## config.mk

```make
export PLATFORM = sky130hd
export DESIGN_NAME = radix_text_converter
export DESIGN_NICKNAME = d
export VERILOG_FILES = /design/src/rtl/core/rtc_pkg.sv /design/src/rtl/core/rtc_ctrl.sv /design/src/rtl/core/rtc_dp.sv /design/src/rtl/core/radix_text_converter.sv
export SDC_FILE = /design/constraint.sdc
export NUM_CORES = 2
export LEC_CHECK = 0
export BUFFER_PORTS_ARGS = -buffer_cell sky130_fd_sc_hd__buf_2
export CAP_MARGIN = 20
export CORE_AREA = 2 2 396 398
export DETAILED_ROUTE_END_ITERATION = 12
export DIE_AREA = 0 0 398 400
export PLACE_DENSITY = 0.56
export SLEW_MARGIN = 20
export SYNTH_ARGS = -nofsm -noshare
export SYNTH_HDL_FRONTEND = slang
export SYNTH_SLANG_ARGS = --single-unit
```

## constraint.sdc

```tcl
create_clock -name clk -period 12.6 [get_ports clk]
set_input_delay 1.26 -clock clk [delete_from_list [all_inputs] [get_ports clk]]
set_output_delay 1.26 -clock clk [all_outputs]
set_load 0.05 [all_outputs]
```

## src/rtl/core/rtc_pkg.sv

```systemverilog
`default_nettype none

package rtc_pkg;

  localparam int MAX_RADIX   = 16;
  localparam int NUM_CHARS   = 16;
  localparam int CHAR_W      = 8;
  localparam int ALPHA_W     = 64;
  localparam int RADIX_W     = 5;
  localparam int ACC_W       = 32;
  localparam int DIGIT_W     = 4;
  localparam int STORE_DEPTH = 32;
  localparam int STORE_IDX_W = $clog2(STORE_DEPTH);
  localparam int CNT_W       = STORE_IDX_W + 1;
  localparam int DIV_BITS    = 4;
  localparam int DIV_STEPS   = ACC_W / DIV_BITS;
  localparam int STEP_W      = $clog2(DIV_STEPS);
  localparam int CFG_IDX_W   = 3;

  localparam logic [CFG_IDX_W-1:0] CFG_FROM_LO  = 3'd0;
  localparam logic [CFG_IDX_W-1:0] CFG_FROM_HI  = 3'd1;
  localparam logic [CFG_IDX_W-1:0] CFG_FROM_RDX = 3'd2;
  localparam logic [CFG_IDX_W-1:0] CFG_TO_LO    = 3'd3;
  localparam logic [CFG_IDX_W-1:0] CFG_TO_HI    = 3'd4;
  localparam logic [CFG_IDX_W-1:0] CFG_TO_RDX   = 3'd5;

  localparam logic [ALPHA_W-1:0] ALPHA_LO_RST = 64'h3736_3534_3332_3130;
  localparam logic [ALPHA_W-1:0] ALPHA_HI_RST = 64'h0000_0000_0000_3938;
  localparam logic [RADIX_W-1:0] RADIX_RST    = 5'd10;

  localparam logic [CHAR_W-1:0] CH_NUL   = 8'h00;
  localparam logic [CHAR_W-1:0] CH_PLUS  = 8'h2B;
  localparam logic [CHAR_W-1:0] CH_MINUS = 8'h2D;
  localparam logic [CHAR_W-1:0] CH_SPACE = 8'h20;
  localparam logic [CHAR_W-1:0] CH_TAB   = 8'd9;
  localparam logic [CHAR_W-1:0] CH_CR    = 8'd13;

  typedef struct packed {
    logic take_byte;
    logic load;
    logic div_step;
    logic emit_digit;
    logic emit_err;
  } rtc_cmd_t;

  typedef struct packed {
    logic byte_zero;
    logic alpha_ok;
    logic div_finish;
    logic emit_last;
  } rtc_sts_t;

endpackage

`default_nettype wire

```

## src/rtl/core/rtc_ctrl.sv

```systemverilog
`default_nettype none

module rtc_ctrl (
  input  wire logic              clk,
  input  wire logic              rst_n,
  input  wire logic              in_valid,
  output logic                   in_stall,
  output logic                   out_valid,
  input  wire logic              out_stall,
  input  wire rtc_pkg::rtc_sts_t sts,
  output rtc_pkg::rtc_cmd_t      cmd
);

  typedef enum logic [2:0] {
    C_IDLE,
    C_CHECK,
    C_DIV,
    C_EMIT,
    C_ERR
  } state_t;

  state_t state_r, state_nxt;
  logic   out_valid_r, out_valid_nxt;
  logic   slot_free;

  assign slot_free = !out_valid_r || !out_stall;
  assign in_stall  = (state_r != C_IDLE);
  assign out_valid = out_valid_r;

  always_comb begin
    cmd           = '0;
    state_nxt     = state_r;
    out_valid_nxt = out_valid_r && out_stall;
    unique case (state_r)
      C_IDLE: begin
        cmd.take_byte = in_valid;
        if (in_valid && sts.byte_zero) begin
          state_nxt = C_CHECK;
        end
      end
      C_CHECK: begin
        cmd.load  = 1'b1;
        state_nxt = sts.alpha_ok ? C_DIV : C_ERR;
      end
      C_DIV: begin
        cmd.div_step = 1'b1;
        if (sts.div_finish) begin
          state_nxt = C_EMIT;
        end
      end
      C_EMIT: begin
        if (slot_free) begin
          cmd.emit_digit = 1'b1;
          out_valid_nxt  = 1'b1;
          if (sts.emit_last) begin
            state_nxt = C_IDLE;
          end
        end
      end
      C_ERR: begin
        if (slot_free) begin
          cmd.emit_err  = 1'b1;
          out_valid_nxt = 1'b1;
          state_nxt     = C_IDLE;
        end
      end
      default: begin
        state_nxt = C_IDLE;
      end
    endcase
  end

  always_ff @(posedge clk) begin
    if (!rst_n) begin
      state_r     <= C_IDLE;
      out_valid_r <= 1'b0;
    end else begin
      state_r     <= state_nxt;
      out_valid_r <= out_valid_nxt;
    end
  end

  a_zero_byte_checks: assert property (@(posedge clk) disable iff (!rst_n)
    (in_valid && !in_stall && sts.byte_zero) |=> (state_r == C_CHECK))
    else $error("terminating byte did not start the conversion");

  a_check_branches: assert property (@(posedge clk) disable iff (!rst_n)
    (state_r == C_CHECK) |=> (state_r == C_DIV || state_r == C_ERR))
    else $error("alphabet check did not branch");

  a_no_overwrite: assert property (@(posedge clk) disable iff (!rst_n)
    (out_valid_r && out_stall) |-> !(cmd.emit_digit || cmd.emit_err))
    else $error("pending result overwritten");

endmodule

`default_nettype wire

```

## src/rtl/core/rtc_dp.sv

```systemverilog
`default_nettype none

module rtc_dp (
  input  wire logic                                clk,
  input  wire logic                                rst_n,
  input  wire logic                                cfg_wen,
  input  wire logic [rtc_pkg::CFG_IDX_W-1:0]       cfg_index,
  input  wire logic [rtc_pkg::ALPHA_W-1:0]         cfg_wdata,
  input  wire logic [rtc_pkg::CHAR_W-1:0]          in_text_byte,
  input  wire rtc_pkg::rtc_cmd_t                   cmd,
  output rtc_pkg::rtc_sts_t                        sts,
  output logic [rtc_pkg::CHAR_W-1:0]               out_char,
  output logic                                     out_base_error,
  output logic                                     out_last
);

  typedef enum logic [1:0] {
    PH_WS,
    PH_SIGN,
    PH_DIGIT,
    PH_STOP
  } phase_t;

  function automatic logic [rtc_pkg::CHAR_W-1:0] alpha_char(
    input logic [rtc_pkg::ALPHA_W-1:0] lo,
    input logic [rtc_pkg::ALPHA_W-1:0] hi,
    input logic [rtc_pkg::DIGIT_W-1:0] k
  );
    logic [2*rtc_pkg::ALPHA_W-1:0] w;
    w = {hi, lo};
    return w[{k, 3'b000} +: rtc_pkg::CHAR_W];
  endfunction

  function automatic logic is_space(input logic [rtc_pkg::CHAR_W-1:0] c);
    return (c == rtc_pkg::CH_SPACE) || (c >= rtc_pkg::CH_TAB && c <= rtc_pkg::CH_CR);
  endfunction

  function automatic logic alpha_ok(
    input logic [rtc_pkg::ALPHA_W-1:0] lo,
    input logic [rtc_pkg::ALPHA_W-1:0] hi,
    input logic [rtc_pkg::RADIX_W-1:0] r
  );
    logic                        ok;
    logic [rtc_pkg::CHAR_W-1:0]  ci;
    logic [rtc_pkg::CHAR_W-1:0]  cj;
    ok = (r >= 5'd2) && (r <= rtc_pkg::RADIX_W'(rtc_pkg::MAX_RADIX));
    for (int i = 0; i < rtc_pkg::NUM_CHARS; i++) begin
      ci = alpha_char(lo, hi, rtc_pkg::DIGIT_W'(i));
      if (rtc_pkg::RADIX_W'(i) < r) begin
        if (ci == rtc_pkg::CH_NUL || ci == rtc_pkg::CH_PLUS ||
            ci == rtc_pkg::CH_MINUS || is_space(ci)) begin
          ok = 1'b0;
        end
        for (int j = i + 1; j < rtc_pkg::NUM_CHARS; j++) begin
          cj = alpha_char(lo, hi, rtc_pkg::DIGIT_W'(j));
          if (rtc_pkg::RADIX_W'(j) < r && cj == ci) begin
            ok = 1'b0;
          end
        end
      end
    end
    return ok;
  endfunction

  // configuration
  logic [rtc_pkg::ALPHA_W-1:0] from_lo_r, from_hi_r, to_lo_r, to_hi_r;
  logic [rtc_pkg::RADIX_W-1:0] from_rdx_r, to_rdx_r;

  // parse state
  phase_t                      phase_r, phase_nxt;
  logic                        parity_r, parity_nxt;
  logic [rtc_pkg::ACC_W-1:0]   acc_r, acc_nxt;

  // conversion state
  logic [rtc_pkg::ACC_W-1:0]   mag_r, mag_nxt;
  logic [rtc_pkg::DIGIT_W-1:0] rem_r, rem_nxt;
  logic [rtc_pkg::STEP_W-1:0]  step_r;
  logic [rtc_pkg::CNT_W-1:0]   cnt_r;
  logic                        minus_pend_r;
  logic [rtc_pkg::DIGIT_W-1:0] store_r [rtc_pkg::STORE_DEPTH];

  logic [rtc_pkg::CHAR_W-1:0]  out_char_r;
  logic                        out_err_r, out_last_r;

  logic                        src_found;
  logic [rtc_pkg::DIGIT_W-1:0] src_idx;
  logic [rtc_pkg::ACC_W-1:0]   signed_val, load_mag;
  logic                        load_neg;
  logic                        div_last;
  logic [rtc_pkg::STORE_IDX_W-1:0] emit_idx;
  logic [rtc_pkg::CHAR_W-1:0]  emit_char;

  always_ff @(posedge clk) begin
    if (!rst_n) begin
      from_lo_r  <= rtc_pkg::ALPHA_LO_RST;
      from_hi_r  <= rtc_pkg::ALPHA_HI_RST;
      from_rdx_r <= rtc_pkg::RADIX_RST;
      to_lo_r    <= rtc_pkg::ALPHA_LO_RST;
      to_hi_r    <= rtc_pkg::ALPHA_HI_RST;
      to_rdx_r   <= rtc_pkg::RADIX_RST;
    end else if (cfg_wen) begin
      unique case (cfg_index)
        rtc_pkg::CFG_FROM_LO:  from_lo_r  <= cfg_wdata;
        rtc_pkg::CFG_FROM_HI:  from_hi_r  <= cfg_wdata;
        rtc_pkg::CFG_FROM_RDX: from_rdx_r <= cfg_wdata[rtc_pkg::RADIX_W-1:0];
        rtc_pkg::CFG_TO_LO:    to_lo_r    <= cfg_wdata;
        rtc_pkg::CFG_TO_HI:    to_hi_r    <= cfg_wdata;
        rtc_pkg::CFG_TO_RDX:   to_rdx_r   <= cfg_wdata[rtc_pkg::RADIX_W-1:0];
        default: begin
        end
      endcase
    end
  end

  // lowest matching position wins
  always_comb begin
    src_found = 1'b0;
    src_idx   = '0;
    for (int i = rtc_pkg::NUM_CHARS - 1; i >= 0; i--) begin
      if (rtc_pkg::RADIX_W'(i) < from_rdx_r &&
          alpha_char(from_lo_r, from_hi_r, rtc_pkg::DIGIT_W'(i)) == in_text_byte) begin
        src_found = 1'b1;
        src_idx   = rtc_pkg::DIGIT_W'(i);
      end
    end
  end

  always_comb begin
    phase_nxt  = phase_r;
    parity_nxt = parity_r;
    acc_nxt    = acc_r;
    if (cmd.load) begin
      phase_nxt  = PH_WS;
      parity_nxt = 1'b0;
      acc_nxt    = '0;
    end else if (cmd.take_byte && in_text_byte != rtc_pkg::CH_NUL) begin
      priority if (phase_r == PH_STOP) begin
      end else if (phase_r == PH_WS && is_space(in_text_byte)) begin
      end else if (phase_r != PH_DIGIT &&
                   (in_text_byte == rtc_pkg::CH_PLUS || in_text_byte == rtc_pkg::CH_MINUS)) begin
        phase_nxt  = PH_SIGN;
        parity_nxt = parity_r ^ (in_text_byte == rtc_pkg::CH_MINUS);
      end else if (!src_found) begin
        phase_nxt = PH_STOP;
      end else begin
        phase_nxt = PH_DIGIT;
        acc_nxt   = acc_r * rtc_pkg::ACC_W'(from_rdx_r) + rtc_pkg::ACC_W'(src_idx);
      end
    end
  end

  assign signed_val = parity_r ? (~acc_r + 1'b1) : acc_r;
  assign load_neg   = signed_val[rtc_pkg::ACC_W-1];
  assign load_mag   = load_neg ? (~signed_val + 1'b1) : signed_val;

  // restoring division by the target radix, DIV_BITS quotient bits a cycle
  always_comb begin
    logic [rtc_pkg::DIGIT_W:0] rem_ext;
    mag_nxt = mag_r;
    rem_nxt = rem_r;
    for (int s = 0; s < rtc_pkg::DIV_BITS; s++) begin
      rem_ext = {rem_nxt, mag_nxt[rtc_pkg::ACC_W-1]};
      mag_nxt = {mag_nxt[rtc_pkg::ACC_W-2:0], 1'b0};
      if (rem_ext >= to_rdx_r) begin
        rem_nxt    = rtc_pkg::DIGIT_W'(rem_ext - to_rdx_r);
        mag_nxt[0] = 1'b1;
      end else begin
        rem_nxt = rem_ext[rtc_pkg::DIGIT_W-1:0];
      end
    end
  end

  assign div_last = (step_r == rtc_pkg::STEP_W'(rtc_pkg::DIV_STEPS - 1));

  always_ff @(posedge clk) begin
    if (!rst_n) begin
      phase_r      <= PH_WS;
      parity_r     <= 1'b0;
      acc_r        <= '0;
      step_r       <= '0;
      cnt_r        <= '0;
      minus_pend_r <= 1'b0;
    end else begin
      phase_r  <= phase_nxt;
      parity_r <= parity_nxt;
      acc_r    <= acc_nxt;
      if (cmd.load) begin
        step_r       <= '0;
        cnt_r        <= '0;
        minus_pend_r <= load_neg;
      end else if (cmd.div_step) begin
        if (div_last) begin
          step_r <= '0;
          cnt_r  <= cnt_r + 1'b1;
        end else begin
          step_r <= step_r + 1'b1;
        end
      end else if (cmd.emit_digit) begin
        if (minus_pend_r) begin
          minus_pend_r <= 1'b0;
        end else begin
          cnt_r <= cnt_r - 1'b1;
        end
      end
    end
  end

  always_ff @(posedge clk) begin
    if (cmd.load) begin
      mag_r <= load_mag;
      rem_r <= '0;
    end else if (cmd.div_step) begin
      mag_r <= mag_nxt;
      rem_r <= div_last ? '0 : rem_nxt;
    end
  end

  always_ff @(posedge clk) begin
    if (cmd.div_step && div_last) begin
      store_r[cnt_r[rtc_pkg::STORE_IDX_W-1:0]] <= rem_nxt;
    end
  end

  assign emit_idx  = rtc_pkg::STORE_IDX_W'(cnt_r - 1'b1);
  assign emit_char = alpha_char(to_lo_r, to_hi_r, store_r[emit_idx]);

  always_ff @(posedge clk) begin
    if (cmd.emit_err) begin
      out_char_r <= rtc_pkg::CH_NUL;
      out_err_r  <= 1'b1;
      out_last_r <= 1'b1;
    end else if (cmd.emit_digit) begin
      out_char_r <= minus_pend_r ? rtc_pkg::CH_MINUS : emit_char;
      out_err_r  <= 1'b0;
      out_last_r <= sts.emit_last;
    end
  end

  assign out_char       = out_char_r;
  assign out_base_error = out_err_r;
  assign out_last       = out_last_r;

  assign sts.byte_zero  = (in_text_byte == rtc_pkg::CH_NUL);
  assign sts.alpha_ok   = alpha_ok(from_lo_r, from_hi_r, from_rdx_r) &&
                          alpha_ok(to_lo_r, to_hi_r, to_rdx_r);
  assign sts.div_finish = div_last && (mag_nxt == '0 ||
                          cnt_r == rtc_pkg::CNT_W'(rtc_pkg::STORE_DEPTH - 1));
  assign sts.emit_last  = !minus_pend_r && (cnt_r == rtc_pkg::CNT_W'(1));

  a_cnt_bound: assert property (@(posedge clk) disable iff (!rst_n)
    cnt_r <= rtc_pkg::CNT_W'(rtc_pkg::STORE_DEPTH))
    else $error("digit count beyond store depth");

  a_emit_written: assert property (@(posedge clk) disable iff (!rst_n)
    (cmd.emit_digit && !minus_pend_r) |-> (cnt_r != '0))
    else $error("digit emitted from an empty store");

  a_load_clears: assert property (@(posedge clk) disable iff (!rst_n)
    cmd.load |=> (cnt_r == '0 && step_r == '0 && phase_r == PH_WS && acc_r == '0))
    else $error("conversion start left stale state");

endmodule

`default_nettype wire

```

## src/rtl/core/radix_text_converter.sv

```systemverilog
// channel   direction  handshake            payload
// in_       input      in_valid / in_stall  in_text_byte
// out_      output     out_valid/out_stall  out_char, out_base_error, out_last
// cfg_      input      cfg_wen (no wait)    cfg_index, cfg_wdata
//
// a nonzero byte is parsed as it is taken, so text bytes transfer back to back
// the zero byte starts the alphabet check; on success the divider forms up to 32 target
// digits (the shared divider retires 4 quotient bits a cycle), then one output character
// is sent per cycle while out_stall is low; on failure a single error character is sent
// in_stall is high from the zero byte until the last character is registered
// rst_n is synchronous; it restores the default alphabets and clears the parse
`default_nettype none

module radix_text_converter (
  input  wire logic                          clk,
  input  wire logic                          rst_n,
  input  wire logic                          cfg_wen,
  input  wire logic [rtc_pkg::CFG_IDX_W-1:0] cfg_index,
  input  wire logic [rtc_pkg::ALPHA_W-1:0]   cfg_wdata,
  input  wire logic                          in_valid,
  output logic                               in_stall,
  input  wire logic [rtc_pkg::CHAR_W-1:0]    in_text_byte,
  output logic                               out_valid,
  input  wire logic                          out_stall,
  output logic [rtc_pkg::CHAR_W-1:0]         out_char,
  output logic                               out_base_error,
  output logic                               out_last
);

  rtc_pkg::rtc_cmd_t cmd;
  rtc_pkg::rtc_sts_t sts;

  rtc_ctrl u_ctrl (
    .clk       (clk),
    .rst_n     (rst_n),
    .in_valid  (in_valid),
    .in_stall  (in_stall),
    .out_valid (out_valid),
    .out_stall (out_stall),
    .sts       (sts),
    .cmd       (cmd)
  );

  rtc_dp u_dp (
    .clk            (clk),
    .rst_n          (rst_n),
    .cfg_wen        (cfg_wen),
    .cfg_index      (cfg_index),
    .cfg_wdata      (cfg_wdata),
    .in_text_byte   (in_text_byte),
    .cmd            (cmd),
    .sts            (sts),
    .out_char       (out_char),
    .out_base_error (out_base_error),
    .out_last       (out_last)
  );

endmodule

`default_nettype wire
```

## Word-level counts from Yosys, hierarchy flattened

Memory sizes are Yosys's and may differ from the RTL's.
Cells that the tools add are included.

- Input port bits: 80
- Word-level logic and storage cells: 1390
- Output and inout bits: 12
- Memories kept: 1
- Bits in registers: 361
- Memory bits (writable): 128

Memory list:

| name | words | bits a word | read ports | clocked after Yosys merged registers in | wr ports | line | RTL |
|---|---|---|---|---|---|---|---|
| u_dp.store_r | 32 | 4 | 1 | 0 | 1 | rtc_dp.sv:80 | `logic [rtc_pkg::DIGIT_W-1:0] store_r [rtc_pkg::STORE_DEPTH];` |

- Reduce and logical (&&, ||, !) cells: 491
- Order comparisons: 106
- Multipliers: 1
- Bitwise logic cells: 7
- Shifts and indexed selects: 1
- Add/sub/neg operators: 10
- Equality and inequality tests: 377
- Multiplexer cells: 377

Operator list:

| kind | count |
|---|---|
| $eq A8 B8 Y1 | 256 |
| $eq A8 B6 Y1 const B | 99 |
| $mux W1 | 338 |
| $logic_and A1 B1 Y1 | 300 |
| $ge A8 B4 Y1 const B | 33 |
| $le A8 B4 Y1 const B | 33 |
| $logic_not A8 Y1 | 33 |
| $logic_or A1 B1 Y1 | 132 |
| $mux W32 | 4 |
| $shiftx A128 B8 Y8 | 1 |
| $mux W4 | 21 |
| $lt A4 B5 Y1 const A | 16 |
| $add A32 B1 Y32 const B | 2 |
| $not A32 Y32 | 2 |
| $lt A3 B5 Y1 const A | 8 |
| $add A32 B4 Y32 | 1 |
| $logic_not A32 Y1 | 1 |
| $mul A32 B5 Y32 | 1 |
| $mux W6 | 4 |
| $mux W3 | 7 |
| $ge A5 B5 Y1 | 4 |
| $lt A1 B5 Y1 const A | 4 |
| $lt A2 B5 Y1 const A | 4 |
| $sub A4 B4 Y4 | 4 |
| other kinds (29) | 62 |

## Depth between registers and ports, before layout

- Depth after elaboration: 159
- Gate-level depth with buffers: 37
- Depth with buffers taken out: 33

## Hierarchy

A second synthesis with hierarchy kept.

- Cell total of the unflattened synthesis: 6650
- Area, all modules: 54347.1 um2

Modules (own cells, without submodules):

| module | instances | area an instance (um2) | sequential area each (um2) | cells an instance |
|---|---|---|---|---|
| rtc_dp | 1 | 54066.9 | 11310.8 | 6616 |
| rtc_ctrl | 1 | 280.3 | 80.1 | 34 |

## Least setup slack after synthesis

No wires, ideal clock.

- Path kind: register -> register
- Start point: register u_dp.to_rdx_r[1] in the netlist's numbering
- End point: memory u_dp.store_r[0][0] in the netlist's numbering, data pin
- Setup slack: 5.141 ns
- Period minus slack after synthesis: 7.459 ns
- Setup time: 0.384 ns
- Stages on the path, launching flop included: 34
- Arrival time: 7.075 ns
- Path buffers: 4
- Data required time: 12.216 ns
- Path through: dfxtp_1 > buf_6 > inv_1 > ha_1 > nor2b_1 > o21ai_0 > nand3b_1 > a21o_1 > a21o_1 > clkbuf_1 > mux2_2 > inv_1 > ha_1 > nor2b_1 > o21ai_0 > nand3b_1 > a21o_1 > a21o_1 > clkbuf_1 > mux2i_1 > ha_1 > nor2b_1 > o21ai_0 > nand3b_1 > a21o_1 > a21o_1 > a21oi_1 > ha_1 > a21o_1 > a21o_1 > a21o_1 > a21o_1 > clkbuf_1 > a21oi_1

- Word-level cells in the longest chain between the ends: 8
- Elaborated cells on any way between the ends: 11
- Those cells by class: 3 x add/sub; 4 x order compare; 4 x mux

Ends and longest elaborated chain:

| what | line | RTL |
|---|---|---|
| start: declaration | rtc_dp.sv:67 | `logic [rtc_pkg::RADIX_W-1:0] from_rdx_r, to_rdx_r;` |
| start signal: assignment | rtc_dp.sv:100 | `to_rdx_r <= rtc_pkg::RADIX_RST;` |
| start signal: assignment | rtc_dp.sv:108 | `rtc_pkg::CFG_TO_RDX: to_rdx_r <= cfg_wdata[rtc_pkg::RADIX_W-1:0];` |
| $sub A4 B4 Y4 / $ge A5 B5 Y1 (equally long branches) | rtc_dp.sv:165, rtc_dp.sv:164 |  |
| $mux W4 | rtc_dp.sv:164 | `if (rem_ext >= to_rdx_r) begin` |
| $sub A4 B4 Y4 / $ge A5 B5 Y1 (equally long branches) | rtc_dp.sv:165, rtc_dp.sv:164 |  |
| $mux W4 | rtc_dp.sv:164 |  |
| $sub A4 B4 Y4 / $ge A5 B5 Y1 (equally long branches) | rtc_dp.sv:165, rtc_dp.sv:164 |  |
| $mux W4 | rtc_dp.sv:164 |  |
| $ge A5 B5 Y1 (*) | rtc_dp.sv:164 |  |
| $mux W4 (*) | rtc_dp.sv:164 |  |
| net u_dp.rem_nxt, one bit | rtc_dp.sv:76 | `logic [rtc_pkg::DIGIT_W-1:0] rem_r, rem_nxt;` |
| end: declaration | rtc_dp.sv:80 |  |

The timed path passes the listed nets; every way through them passes the cells marked *.

## Worst setup path after layout

- Start point: register u_dp.to_rdx_r[1] in the netlist's numbering
- End point: memory u_dp.store_r[26][2] in the netlist's numbering, data pin

- Word-level cells in the longest chain between the ends: 8
- Elaborated cells on any way between the ends: 12
- Those cells by class: 4 x add/sub; 4 x order compare; 4 x mux

Ends and longest elaborated chain:

| what | line |
|---|---|
| $sub A4 B4 Y4 / $ge A5 B5 Y1 (equally long branches) | rtc_dp.sv:165, rtc_dp.sv:164 |
| $mux W4 | rtc_dp.sv:164 |
| $sub A4 B4 Y4 / $ge A5 B5 Y1 (equally long branches) | rtc_dp.sv:165, rtc_dp.sv:164 |
| $mux W4 | rtc_dp.sv:164 |
| $ge A5 B5 Y1 / $sub A4 B4 Y4 (equally long branches) | rtc_dp.sv:164, rtc_dp.sv:165 |
| $mux W4 | rtc_dp.sv:164 |
| $sub A4 B4 Y4 / $ge A5 B5 Y1 (equally long branches) | rtc_dp.sv:165, rtc_dp.sv:164 |
| $mux W4 (*) | rtc_dp.sv:164 |
| net u_dp.rem_nxt, one bit | rtc_dp.sv:76 |

Marks and branches as above.

==> results by group <==
Power
  – LEAKAGE: ~0.020 uW
  – Maximum vdd drop: 0.396 mV
  – Clock power frac: 0.260
  – Tot Pwr: about 6500 uW
  – Seq pwr share: 0.386
  – Sw Share: 0.377
  – Reported net switching power: about 2500 uW
  – Logic pwr share: 0.355
  – Power density cells: 112 mW/mm2
  – Internal Power: a little over 4000 uW

Setup path
  – Worst Path Max Fanout: 33
  – Critical Path Most Common Cell: a21o_1
  – Startpoint types: register
  – Max stage delay on crit path: 0.69 ns
  – CP Capture Type: register
  – CP startpoint: u_dp.to_rdx_r[1]
  – R2R Setup Slk: around 4.8 ns
  – Reg2reg start: u_dp.to_rdx_r[1]
  – Crit. path cell count: 29
  – Worst R2R Path Depth: 29
  – CP top delay family: compound AO/OA/AOI/OAI gates
  – Required @ worst endpoint: 12.98 ns
  – Worst Path Buf+Inv: 2
  – Critical path arrival: between 8 and 9 ns
  – Max stage delay cell, worst path: mux2_2
  – Setup CP Type: register to register

Drt
  – Via/cell ratio: between 5 and 6
  – Met2 WL: a little under 100000 um
  – Wire per inst: approximately 27 um
  – WL met1: roughly 90000 um
  – Remaining antenna violation count after routing: 0
  – DRC viols: 0
  – Met3 Routed Length: 28600 um
  – Final WL: 231000 um
  – Via Count: ~50000
  – Drt initial violations: roughly 6400
  – DR top layer: met5
  – Initial DRT Pass Iterations: 8

Timing
  – FMAX: ~130 MHz
  – Final period utilization: 0.615
  – Slew Limit Fails: 0
  – Hold Violations, Final: 0
  – Worst-Margin Slew: approximately 1.3 ns
  – Setup TNS: 0 ns
  – RSZ-0062 raised after global routing: false
  – Worst slew margin: 0.105
  – Fin worst setup slack: 4.85 ns
  – Setup violations, final: 0
  – Skew final: 0.0325 ns
  – Hold WS: 0.447 ns
  – Period minus WS final: between 7 and 8 ns

Clock network
  – CTS Buf Count: between 50 and 60
  – H-tree levels: 2
  – Worst-path clk slew: 0.06 ns
  – Hold buffer count at cts: 0
  – Clock latency on the worst-skew pair: approximately 0.69 ns
  – CTS resizes: 0
  – CTS tree: done
  – Setup Fix Bufs, Post-CTS: 0
  – Root Driver: clkbuf_16
  – Clock sink total: 489
  – Clock Path Buffers: 3

Yosys
  – Post-synth EDFFs: between 150 and 200
  – Post-synth top cells: 1699 x xnor2_1, 699 x nand2_1, 477 x xor2_1, 417 x clkbuf_1, 406 x nand4_1
  – Share of the synthesized area in the top cell type: 0.276
  – Post-synth top flop: dfxtp_1
  – Yosys reg bits: a little under 500
  – Syn_nets: just under 7000
  – Distinct cell type count after synthesis: 95
  – Async set or reset register ratio after synthesis: 0
  – Syn avg cell area: just over 8 um2
  – Sequential fraction of the synthesis area: 0.211
  – Most common cell in the netlist: xnor2_1
  – Mapped Cells: 6620
  – Synth Cell Area: roughly 0.054 mm2
  – Top cell type by total area after synthesis: xnor2_1
  – Yosys warning total: 0
  – Top area cells in the synthesized netlist: xnor2_1 28%, dfxtp_1 12%, edfxtp_1 8.9%

Placed design
  – Post-DP HPWL: between 100000 and 150000 um
  – Dpl ws: 4.68 ns
  – Routability cong.: about 1.0
  – I/O Buffers: 91

Worst hold path
  – Hold Path Class: register to register
  – Critical hold path startpoint: u_dp.out_base_error
  – Worst hold stages: 2

Floorplanning
  – Starting Density: 0.348
  – # IOs: 92
  – Die width: ~400 um
  – CORE AREA: 0.155 mm2
  – Die area: about 0.16 mm2
  – Die height: 400 um
  – Cell row count: around 150

Outcome
  – Outcome: completed

GRT
  – All-layer global routing usage: 0.282
  – Largest net degree at the start of global routing: slightly above 100
  – Total grt overflow: 0
  – Initial antenna violation count: 29
  – Vias in the first global route: slightly below 50000
  – First-pass GRT wire length: around 340000 um

Final layout
  – # nets final: approximately 6600
  – Area Overhead vs Synth: 7.84%
  – Layout cells sized above 1: 0.0944
  – Final core occ: 0.375

Flow run
  – MaxCap Viol Count: 0
==> layout by cell type, fill, tap and decap left out, types with 11 or more instances in the layout <==
cell / instances
a211oi_1: 27
a21o_1: 33
a21oi_1: 296
a22o_1: 23
a22oi_1: 14
a31oi_1: 55
a41oi_1: 15
and2_1: 78
and3_1: 11
buf_2: 90
buf_4: 301
clkbuf_16: 56
clkinv_2: 12
dfxtp_1: 325
edfxtp_1: 160
fa_1: 90
ha_1: 90
inv_1: 113
mux2_2: 13
mux2i_1: 95
mux4_2: 46
nand2_1: 696
nand2b_1: 44
nand3_1: 139
nand4_1: 406
nor2_1: 183
nor2b_1: 27
nor3_1: 216
nor4_1: 181
o211ai_1: 15
o21ai_0: 40
o21ai_1: 25
o221ai_1: 12
o41ai_1: 17
or3_1: 34
or4_1: 15
xnor2_1: 1699
xor2_1: 477
==> flip-flops by register name, indices dropped and copies added (netlist names), 6 cells and up <==
name	cells
u_dp.store_r	128
u_dp.cnt_r	6
u_dp.from_hi_r	64
u_dp.from_lo_r	64
u_dp.out_char	8
u_dp.mag_r	32
u_dp.to_hi_r	64
u_dp.acc_r	32
u_dp.to_lo_r	64
==> cell type report <==
type	count	area [um2]
sequential	489	11400
antenna	9	22.5
tap	2058	2570
inverter	116	440
fill	15800	97000
clock buffer	67	1460
timing repair buffer	392	2730
multi-input combinational	5272	39200
clock inverter	39	388
==> power by group through the flow <==
stage / Combinational (uW) / Clock, uW / Sequential [uW]
2_1_floorplan: 1520 / 0 / 2540
3_3_place_gp: 2230 / 0 / 2540
3_5_place_dp: 2300 / 0 / 2540
4_1_cts: 2310 / 1720 / 2510
5_1_grt: 2520 / 1770 / 2520
6_report: 2310 / 1690 / 2510
==> kinds of logic (layout without fill, tap and decap cells) <==
group,count (synthesis),after routing,share of synthesized area
and+or+nand+nor,2090,2090,0.196
AOI/OAI and AO/OA,666,666,0.0798
adders and majority gates,180,180,0.0543
DFF,489,489,0.211
buffers and inverters,859,614,0.0643
xor gates and xnor gates,2179,2179,0.354
muxes,157,157,0.0404
other,0,9,0
==> per-stage QoR <==
stage | cells | instance area (um2)
finish | 8442 | 58200
floorplan | 6620 | 53900
global placement | 8326 | 56300
global route | 8437 | 58200
CTS | 8432 | 58100
detailed placement | 8326 | 56300
==> final timing paths <==
| check | to |
|---|---|
| hold reg to reg | u_dp.out_base_error |
| hold / removal | u_dp.out_base_error |
| setup / recovery | u_dp.store_r[26][2] |
| setup reg to reg | u_dp.store_r[26][2] |
==> worst reg2reg max path: cells and delay by family, from the launching register on <==
family	cells	cell delay, ns
compound gates	14	3.08
mux	3	1.36
fa+ha+maj	4	1.29
simple gates	6	0.71
flops	1	0.62
buf+inv	2	0.39
==> metal layers <==
layer,vias up,track usage
met5,-,0
met4,32,0.172
met3,941,0.0810
met2,3282,0.419
met1,24400,0.359
li1,21800,-
(Power assumes the default switching activity.)
